[config.mk]
export PLATFORM = sky130hd
export DESIGN_NAME = rhm61_mulmod
export DESIGN_NICKNAME = d
export VERILOG_FILES = /design/src/rtl/core/rhm61_pkg.sv /design/src/rtl/core/rhm61_mulmod.sv
export SDC_FILE = /design/constraint.sdc
export NUM_CORES = 2
export LEC_CHECK = 0
export BUFFER_PORTS_ARGS = -buffer_cell sky130_fd_sc_hd__buf_2
export CAP_MARGIN = 10
export CELL_PAD_IN_SITES_DETAIL_PLACEMENT = 0
export CELL_PAD_IN_SITES_GLOBAL_PLACEMENT = 1
export CORE_UTILIZATION = 49
export CTS_CLUSTER_DIAMETER = 30
export CTS_CLUSTER_SIZE = 30
export DETAILED_ROUTE_END_ITERATION = 8
export PLACE_DENSITY_LB_ADDON = 0.1
export SETUP_SLACK_MARGIN = 0.05
export SLEW_MARGIN = 20
export SYNTH_ARGS = -nofsm -noshare
export SYNTH_HDL_FRONTEND = slang
export SYNTH_SLANG_ARGS = --single-unit
[constraint.sdc]
create_clock -name clk -period 29.7 [get_ports clk]
set_clock_uncertainty 0.05 [all_clocks]
set_input_delay 1.485 -clock clk [delete_from_list [all_inputs] [get_ports clk]]
set_output_delay 1.485 -clock clk [all_outputs]
set_load 0.01 [all_outputs]
[src/rtl/core/rhm61_pkg.sv]
// ----------------------------------------------------------------------------
// rhm61_pkg
// shared constants and types for the mod 2^61-1 rolling hash core
// ----------------------------------------------------------------------------
package rhm61_pkg;

	localparam int MAX_LEN = 1024;
	localparam int ADDR_W  = $clog2(MAX_LEN);
	localparam int LEN_W   = ADDR_W + 1;
	localparam int HASH_W  = 61;
	localparam int SYM_W   = 8;

	typedef logic [HASH_W-1:0] hash_t;
	typedef logic [ADDR_W-1:0] addr_t;
	typedef logic [LEN_W-1:0]  len_t;

	// mersenne prime 2^61-1
	localparam hash_t MERSENNE_P = {HASH_W{1'b1}};
	localparam hash_t BASE_RESET = hash_t'(131);

	// action codes
	localparam logic [1:0] ACT_START  = 2'd0;
	localparam logic [1:0] ACT_APPEND = 2'd1;
	localparam logic [1:0] ACT_QUERY  = 2'd2;

	// status codes
	localparam logic [1:0] STATUS_OK        = 2'd0;
	localparam logic [1:0] STATUS_BAD_RANGE = 2'd1;
	localparam logic [1:0] STATUS_FULL      = 2'd2;

endpackage

[src/rtl/core/rhm61_mulmod.sv]
// ----------------------------------------------------------------------------
// rhm61_mulmod
// iterative x*y mod 2^61-1, one 31x31 partial product per cycle
// ----------------------------------------------------------------------------
module rhm61_mulmod import rhm61_pkg::*; (
	input  logic  clk,
	input  logic  arst_n,
	input  logic  start,
	input  hash_t x,
	input  hash_t y,
	output logic  done,
	output hash_t result
);

	localparam int LO_W = 30;
	localparam int HI_W = HASH_W - LO_W;
	localparam int PP_W = 2 * HI_W;

	// partial product kinds, selected by the step counter bits
	localparam logic [1:0] KIND_LL = 2'd0;
	localparam logic [1:0] KIND_LH = 2'd1;
	localparam logic [1:0] KIND_HL = 2'd2;
	localparam logic [1:0] KIND_HH = 2'd3;

	localparam logic [2:0] STEP_LAST_PP = 3'd3;
	localparam logic [2:0] STEP_FINAL   = 3'd5;

	logic            active_q;
	logic [2:0]      step_q;
	logic            pvalid_s1;
	logic            done_q;
	hash_t           x_q;
	hash_t           y_q;
	logic [PP_W-1:0] prod_s1;
	logic [1:0]      kind_s1;
	logic [61:0]     acc_q;
	hash_t           result_q;

	logic [HI_W-1:0] op_a;
	logic [HI_W-1:0] op_b;
	logic [62:0]     contrib;
	logic [63:0]     sum;
	logic [61:0]     folded;
	logic [61:0]     fin;
	hash_t           fin_red;

	always_comb begin
		op_a = step_q[1] ? x_q[HASH_W-1:LO_W] : {1'b0, x_q[LO_W-1:0]};
		op_b = step_q[0] ? y_q[HASH_W-1:LO_W] : {1'b0, y_q[LO_W-1:0]};
	end

	// weight of each partial product folded back below 2^62
	always_comb begin
		case (kind_s1)
			KIND_LL: contrib = 63'(prod_s1);
			KIND_LH,
			KIND_HL: contrib = 63'(prod_s1[PP_W-1:31]) + 63'({prod_s1[30:0], 30'b0});
			KIND_HH: contrib = 63'(prod_s1[PP_W-1:1]) + 63'({prod_s1[0], 60'b0});
			default: contrib = '0;
		endcase
		sum     = 64'(acc_q) + 64'(contrib);
		folded  = 62'(sum[HASH_W-1:0]) + 62'(sum[63:HASH_W]);
		fin     = 62'(acc_q[HASH_W-1:0]) + 62'(acc_q[61]);
		fin_red = (fin >= 62'(MERSENNE_P)) ? hash_t'(fin - 62'(MERSENNE_P))
		                                   : fin[HASH_W-1:0];
	end

	always_ff @(posedge clk or negedge arst_n) begin
		if (!arst_n) begin
			active_q  <= 1'b0;
			step_q    <= '0;
			pvalid_s1 <= 1'b0;
			done_q    <= 1'b0;
		end else begin
			done_q <= 1'b0;
			if (start && !active_q) begin
				active_q  <= 1'b1;
				step_q    <= '0;
				pvalid_s1 <= 1'b0;
			end else if (active_q) begin
				pvalid_s1 <= (step_q <= STEP_LAST_PP);
				step_q    <= step_q + 3'd1;
				if (step_q == STEP_FINAL) begin
					active_q <= 1'b0;
					done_q   <= 1'b1;
				end
			end
		end
	end

	always_ff @(posedge clk) begin
		if (start && !active_q) begin
			x_q   <= x;
			y_q   <= y;
			acc_q <= '0;
		end else if (active_q) begin
			if (step_q <= STEP_LAST_PP) begin
				prod_s1 <= PP_W'(op_a) * PP_W'(op_b);
				kind_s1 <= step_q[1:0];
			end
			if (pvalid_s1) begin
				acc_q <= folded;
			end
			if (step_q == STEP_FINAL) begin
				result_q <= fin_red;
			end
		end
	end

	assign done   = done_q;
	assign result = result_q;

endmodule

# Yosys cells after proc, flatten, opt, wreduce, memory -nomap -nowiden
# Index checks and enable logic that the tools add are counted.
# op_classes
n_addsub	7
mul	1
magnitude_cmp	2
n_eq_ne	4
n_mux	14
bitwise	1
n_reduce_logical	8
# op_table
op	count
63-bit case mux with 3 select lines	1
62-bit by 63-bit adder with 64-bit output	1
31-bit by 61-bit adder with 62-bit output	1
61-bit by 1-bit adder with 62-bit output	1
61-bit by 3-bit adder with 62-bit output	1
61-bit by 61-bit adder with 62-bit output	1
62-bit by 61-bit greater-or-equal comparator with 1-bit output (second input constant)	1
31-bit by 31-bit multiplier with 62-bit output	1
31-bit 2-to-1 mux	2
61-bit 2-to-1 mux	1
61-bit subtractor (second input constant)	1
1-bit 2-to-1 mux	8
3-bit 2-to-1 mux	2
3-bit AND reduction	2
2-bit equality test (second input constant)	2
3-bit by 1-bit adder with 3-bit output (second input constant)	1
3-bit equality test (second input constant)	1
3-bit by 2-bit <= comparator with 1-bit output (second input constant)	1
2-bit by 1-bit equality test with 1-bit output (second input constant)	1
2-bit zero test	1
2-bit AND reduction	1
2-bit nonzero test	1
2-bit OR reduction	1
1-bit logical AND	1
2 further kinds	2
# totals
ff_bits	315
out_inout_bits	62

# Logic depth before layout (Yosys ltp)
# depth
depth_word	5
depth_mapped	33
depth_no_buf	32

# Worst setup path after synthesis
# No wires, ideal clock.
# synth_timing
kind	flip-flop to flip-flop
start	register step_q[1]
end	register prod_s1[61], data pin
setup_ns	0.260
arrival_ns	8.990
path_slack_ns	20.400
path_stages_with_launch	33
path_buffers	4
path_cell_list	dfrtp_1 -> clkbuf_1 -> buf_1 -> buf_1 -> mux2i_1 -> clkbuf_1 -> nor2_1 -> fa_1 -> fa_1 -> fa_1 -> inv_1 -> fa_1 -> inv_1 -> fa_1 -> inv_1 -> fa_1 -> inv_1 -> fa_1 -> inv_1 -> fa_1 -> inv_1 -> ha_1 -> nand2_1 -> nor3_1 -> nand3_1 -> a211oi_1 -> nor2_1 -> o221a_2 -> o31ai_1 -> a311oi_1 -> o31ai_1 -> a21oi_1 -> xnor2_1
# synth_between
elab_chain_cells	2
# synth_lines
item	line	text
start: declaration	rhm61_mulmod.sv:29	logic [2:0] step_q;
start signal: assignment	rhm61_mulmod.sv:82	step_q <= step_q + 3'd1;
31-bit 2-to-1 mux	rhm61_mulmod.sv:48	op_a = step_q[1] ? x_q[HASH_W-1:LO_W] : {1'b0, x_q[LO_W-1:0]};
31-bit by 31-bit multiplier with 62-bit output	rhm61_mulmod.sv:98	prod_s1 <= PP_W'(op_a) * PP_W'(op_b);
end signal: assignment	rhm61_mulmod.sv:98	
end: declaration	rhm61_mulmod.sv:34	logic [PP_W-1:0] prod_s1;
# No other way between the ends.
# A chain may end at the register's enable or synchronous reset.

# Final worst setup path
# layout_timing
start	register step_q[1]
end	register prod_s1[56], data pin
# The elaborated chain is that of the path after synthesis.

==> report_table.html <==
<table>
<tr><th>Metric</th><th>Value</th></tr>
<tr><th colspan="2">Outcome</th></tr>
<tr><td>Result of the run</td><td>finished, final reports clean</td></tr>
<tr><th colspan="2">Logic synthesis</th></tr>
<tr><td>Synthesized netlist cell count</td><td>5,649</td></tr>
<tr><td>Count of cell types in the netlist</td><td>86</td></tr>
<tr><td>Number of nets in the synthesized netlist</td><td>6,942</td></tr>
<tr><td>Flip-flop and latch count after synthesis</td><td>315</td></tr>
<tr><td>Number of warnings issued by yosys</td><td>0</td></tr>
<tr><td>Mean area per synthesized cell</td><td>8.934 sq um</td></tr>
<tr><td>Area fraction in and, or, nand and nor cells after synthesis</td><td>16.14%</td></tr>
<tr><td>Share of flip-flops with an asynchronous set or reset</td><td>1.905%</td></tr>
<tr><td>XOR/XNOR share of the synthesized area</td><td>4.078%</td></tr>
<tr><td>Synth Flop Type</td><td>sky130_fd_sc_hd__edfxtp_1</td></tr>
<tr><td>Synthesized-area fraction occupied by adder cells</td><td>slightly above 40%</td></tr>
<tr><td>Share of synthesized area spent on multiplexers</td><td>between 2 and 3%</td></tr>
<tr><td>Share of the yosys chip area belonging to registers</td><td>17.45%</td></tr>
<tr><td>Main combinational cell family by area after synthesis</td><td>adder cells</td></tr>
<tr><td>Count of flip-flops with a built-in enable after synthesis</td><td>247</td></tr>
<tr><td>Post-synthesis instance area</td><td>about 50,000 sq um</td></tr>
<tr><td>Compound-Gate Fraction of Synth Area</td><td>9.190%</td></tr>
<tr><th colspan="2">Floorplan</th></tr>
<tr><td>Die span in y</td><td>322.9 microns</td></tr>
<tr><td>Total die area</td><td>104,300 sq um</td></tr>
<tr><td>Top-level I/O count</td><td>187</td></tr>
<tr><td>Row Count</td><td>approximately 120</td></tr>
<tr><td>Placeable core region</td><td>101,900 sq um</td></tr>
<tr><td>Die width</td><td>~320 microns</td></tr>
<tr><td>Starting density of the core</td><td>roughly 50%</td></tr>
<tr><th colspan="2">STA</th></tr>
<tr><td>Final number of hold-violating endpoints</td><td>0</td></tr>
<tr><td># setup viols final</td><td>0</td></tr>
<tr><td>Total negative setup slack</td><td>0 ps</td></tr>
<tr><td>Tightest Pin Transition</td><td>about 1100 ps</td></tr>
<tr><td>Unrepaired setup endpoints after global routing</td><td>no</td></tr>
<tr><td>Share of the clock period used by the worst path</td><td>around a third</td></tr>
<tr><td>Worst max-slew margin expressed relative to the limit</td><td>28.78%</td></tr>
<tr><td>FMAX</td><td>98.84 MHz</td></tr>
<tr><td>Min Clock Period, post-route</td><td>10,120 ps</td></tr>
<tr><td>Final count of pins violating max slew</td><td>0</td></tr>
<tr><th colspan="2">Placement</th></tr>
<tr><td>Final HPWL DP</td><td>137,700 microns</td></tr>
<tr><td>Number of I/O port buffers</td><td>186</td></tr>
<tr><td>Last weighted congestion value of the routability-driven placer</td><td>between 1 and 1.5</td></tr>
<tr><th colspan="2">Critical path</th></tr>
<tr><td>Worst Path Required</td><td>30,040 ps</td></tr>
<tr><td>Worst endpoint data arrival time</td><td>about 10,000 ps</td></tr>
<tr><td>Maximum cell stage delay along the critical path</td><td>slightly below 900 ps</td></tr>
<tr><td>Library cell appearing most often on the critical path</td><td>sky130_fd_sc_hd__fa_1</td></tr>
<tr><td>Worst setup EP type</td><td>register</td></tr>
<tr><td>Crit-path slowest cell</td><td>sky130_fd_sc_hd__dfrtp_4</td></tr>
<tr><td>Nature of the critical path startpoint</td><td>register</td></tr>
<tr><td>Kind of critical path</td><td>register to register</td></tr>
<tr><td>CP Max Fanout</td><td>36</td></tr>
<tr><th colspan="2">Clocking</th></tr>
<tr><td>TritonCTS clock tree</td><td>done</td></tr>
<tr><td>Number of gates resized after cts</td><td>0</td></tr>
<tr><td>H-tree Lvls</td><td>3</td></tr>
<tr><td>Master cell of the clock root buffer</td><td>sky130_fd_sc_hd__clkbuf_16</td></tr>
<tr><td>Clk_lat worst skew</td><td>660 ps</td></tr>
<tr><td>Number of clock buffers inserted by TritonCTS</td><td>83</td></tr>
<tr><td>Clock sinks</td><td>about 320</td></tr>
<tr><td>Buffer levels on the longest clock path</td><td>3</td></tr>
<tr><td>Clock slew at reported path FFs</td><td>approximately 50 ps</td></tr>
<tr><td>Hold buffers post-CTS</td><td>0</td></tr>
<tr><td>Postcts setup bufs</td><td>0</td></tr>
<tr><th colspan="2">GRT</th></tr>
<tr><td>Via count of the first global-routing pass</td><td>41,540</td></tr>
<tr><td>Gr ovfl total</td><td>0</td></tr>
<tr><td>GRT Resource Usage Total</td><td>34.10%</td></tr>
<tr><td>Antenna violations before repair</td><td>3</td></tr>
<tr><td>Wire length of the first global-routing pass</td><td>260,300 microns</td></tr>
<tr><td>Largest net degree at the start of global routing</td><td>70</td></tr>
<tr><th colspan="2">Detailed routing</th></tr>
<tr><td>Iteration count of the initial detailed-routing pass</td><td>6</td></tr>
<tr><td>Routed Wire Length</td><td>175,200 microns</td></tr>
<tr><td>Routed via count</td><td>41,140</td></tr>
<tr><td>Wirelength per Cell</td><td>24.45 microns</td></tr>
<tr><td>Number of remaining DRC errors</td><td>0</td></tr>
<tr><td>Via-to-Cell Ratio</td><td>5.739</td></tr>
<tr><td>DRC marker count from the first detailed-route iteration</td><td>~3,300</td></tr>
<tr><td>Antenna-violating nets left</td><td>0</td></tr>
<tr><th colspan="2">Final layout</th></tr>
<tr><td>Most used cells in the layout excluding fill and tap cells</td><td>sky130_fd_sc_hd__inv_1, sky130_fd_sc_hd__fa_1, sky130_fd_sc_hd__nor2_1, sky130_fd_sc_hd__nand2_1, sky130_fd_sc_hd__ha_1</td></tr>
<tr><td>Area added between synthesis and finish</td><td>10.52%</td></tr>
<tr><td>Most common cell after layout, fill and taps aside</td><td>sky130_fd_sc_hd__inv_1</td></tr>
<tr><td>Share of the core filled with cells in the final layout</td><td>54.75%</td></tr>
<tr><td>Layout Nets</td><td>7,024</td></tr>
<tr><td>Layout cell share with drive strength beyond 1</td><td>9.640%</td></tr>
<tr><th colspan="2">Hold path</th></tr>
<tr><td>Worst hold path class</td><td>register to register</td></tr>
<tr><th colspan="2">Job</th></tr>
<tr><td>Max-cap violations</td><td>0</td></tr>
</table>
[state kept, by name, summed over array words and instances (netlist names), 2 cells and up]
name     cells
result      61
step_q       3
acc_q       62
kind_s1      2
y_q         61
prod_s1     62
x_q         61
[cell families (layout without fill, tap and decap cells)]
kind of cell | after synthesis | count (layout)
xor gates and xnor gates | 235 | 235
muxes | 127 | 127
DFF | 315 | 315
other | 0 | 1
and+or+nand+nor | 1877 | 1877
AOI/OAI and AO/OA | 724 | 724
adders and majority gates | 1168 | 1168
buffers and inverters | 1203 | 1353
[critical path, delay by kind of cell, from the launching register on]
family | cells | cell delay (ps)
adder cells (fa/ha/maj) | 9 | 4560
AO/OA/AOI/OAI | 9 | 2310
buffers and inverters | 6 | 1280
flip-flops | 1 | 890
AND/OR/NAND/NOR | 2 | 330
multiplexers | 1 | 280
XOR/XNOR | 1 | 90
[metrics by stage]
stage / worst slack [ps] / instance area (sq um) / std cells / hold slack, ps
detailed placement: 19620 / 52950 / 7014 / 455.5
CTS: 19550 / 55770 / 7167 / 461.3
finish: 19580 / 55780 / 7168 / 464.4
global route: 19010 / 55780 / 7167 / 499.2
floorplan: 20400 / 50470 / 5649 / 398.7
global placement: 19660 / 52930 / 7014 / 433.6
[area by class of cell]
class	instances	area (sq um)
well taps	1368	1712
inverters	922	3466
flip-flops and latches	315	8816
clock inverters	59	661.9
clock buffers	94	2161
repair buffers	278	1622
multi-input cells	4131	37340
fillers	9552	46110
diodes	1	2.502
[path summary, 6_finish.rpt]
kind / slack [ps] / cells after the start / startpoint / endpoint
setup / recovery: 19580 / 28 / step_q[1] / prod_s1[56]
hold / removal: 460 / 2 / acc_q[0] / acc_q[0]
setup reg to reg: 19580 / 28 / step_q[1] / prod_s1[56]
hold reg to reg: 460 / 2 / acc_q[0] / acc_q[0]
max in group asynchronous: 28830 / 1 / arst_n / step_q[1]
min in group asynchronous: 600 / 1 / arst_n / step_q[0]
[metal layers]
metal	vias up	global-route usage, %	share of wire (%)
li1	18370	-	-
met1	20470	42.88	39
met2	1903	55.99	46
met3	398	6.731	8.7
met4	0	17.06	5.6
met5	-	0	0
[synth_stat cells, types with 62 or more instances]
master,instances,share of area (%)
sky130_fd_sc_hd__a21o_1,62,0.92
sky130_fd_sc_hd__a21oi_1,184,1.8
sky130_fd_sc_hd__clkbuf_1,247,1.8
sky130_fd_sc_hd__dfxtp_1,62,2.5
sky130_fd_sc_hd__edfxtp_1,247,15
sky130_fd_sc_hd__fa_1,839,33
sky130_fd_sc_hd__ha_1,329,8.2
sky130_fd_sc_hd__inv_1,922,6.9
sky130_fd_sc_hd__mux2i_1,66,1.3
sky130_fd_sc_hd__nand2_1,700,5.2
sky130_fd_sc_hd__nand3_1,82,0.81
sky130_fd_sc_hd__nand4_1,81,1.0
sky130_fd_sc_hd__nor2_1,740,5.5
sky130_fd_sc_hd__o21ai_0,179,1.8
sky130_fd_sc_hd__xnor2_1,136,2.4
sky130_fd_sc_hd__xor2_1,99,1.7
Power is left out: the tool's default activity adds up to more than one toggle a clock period on the data nets, which glitch-free logic cannot reach.
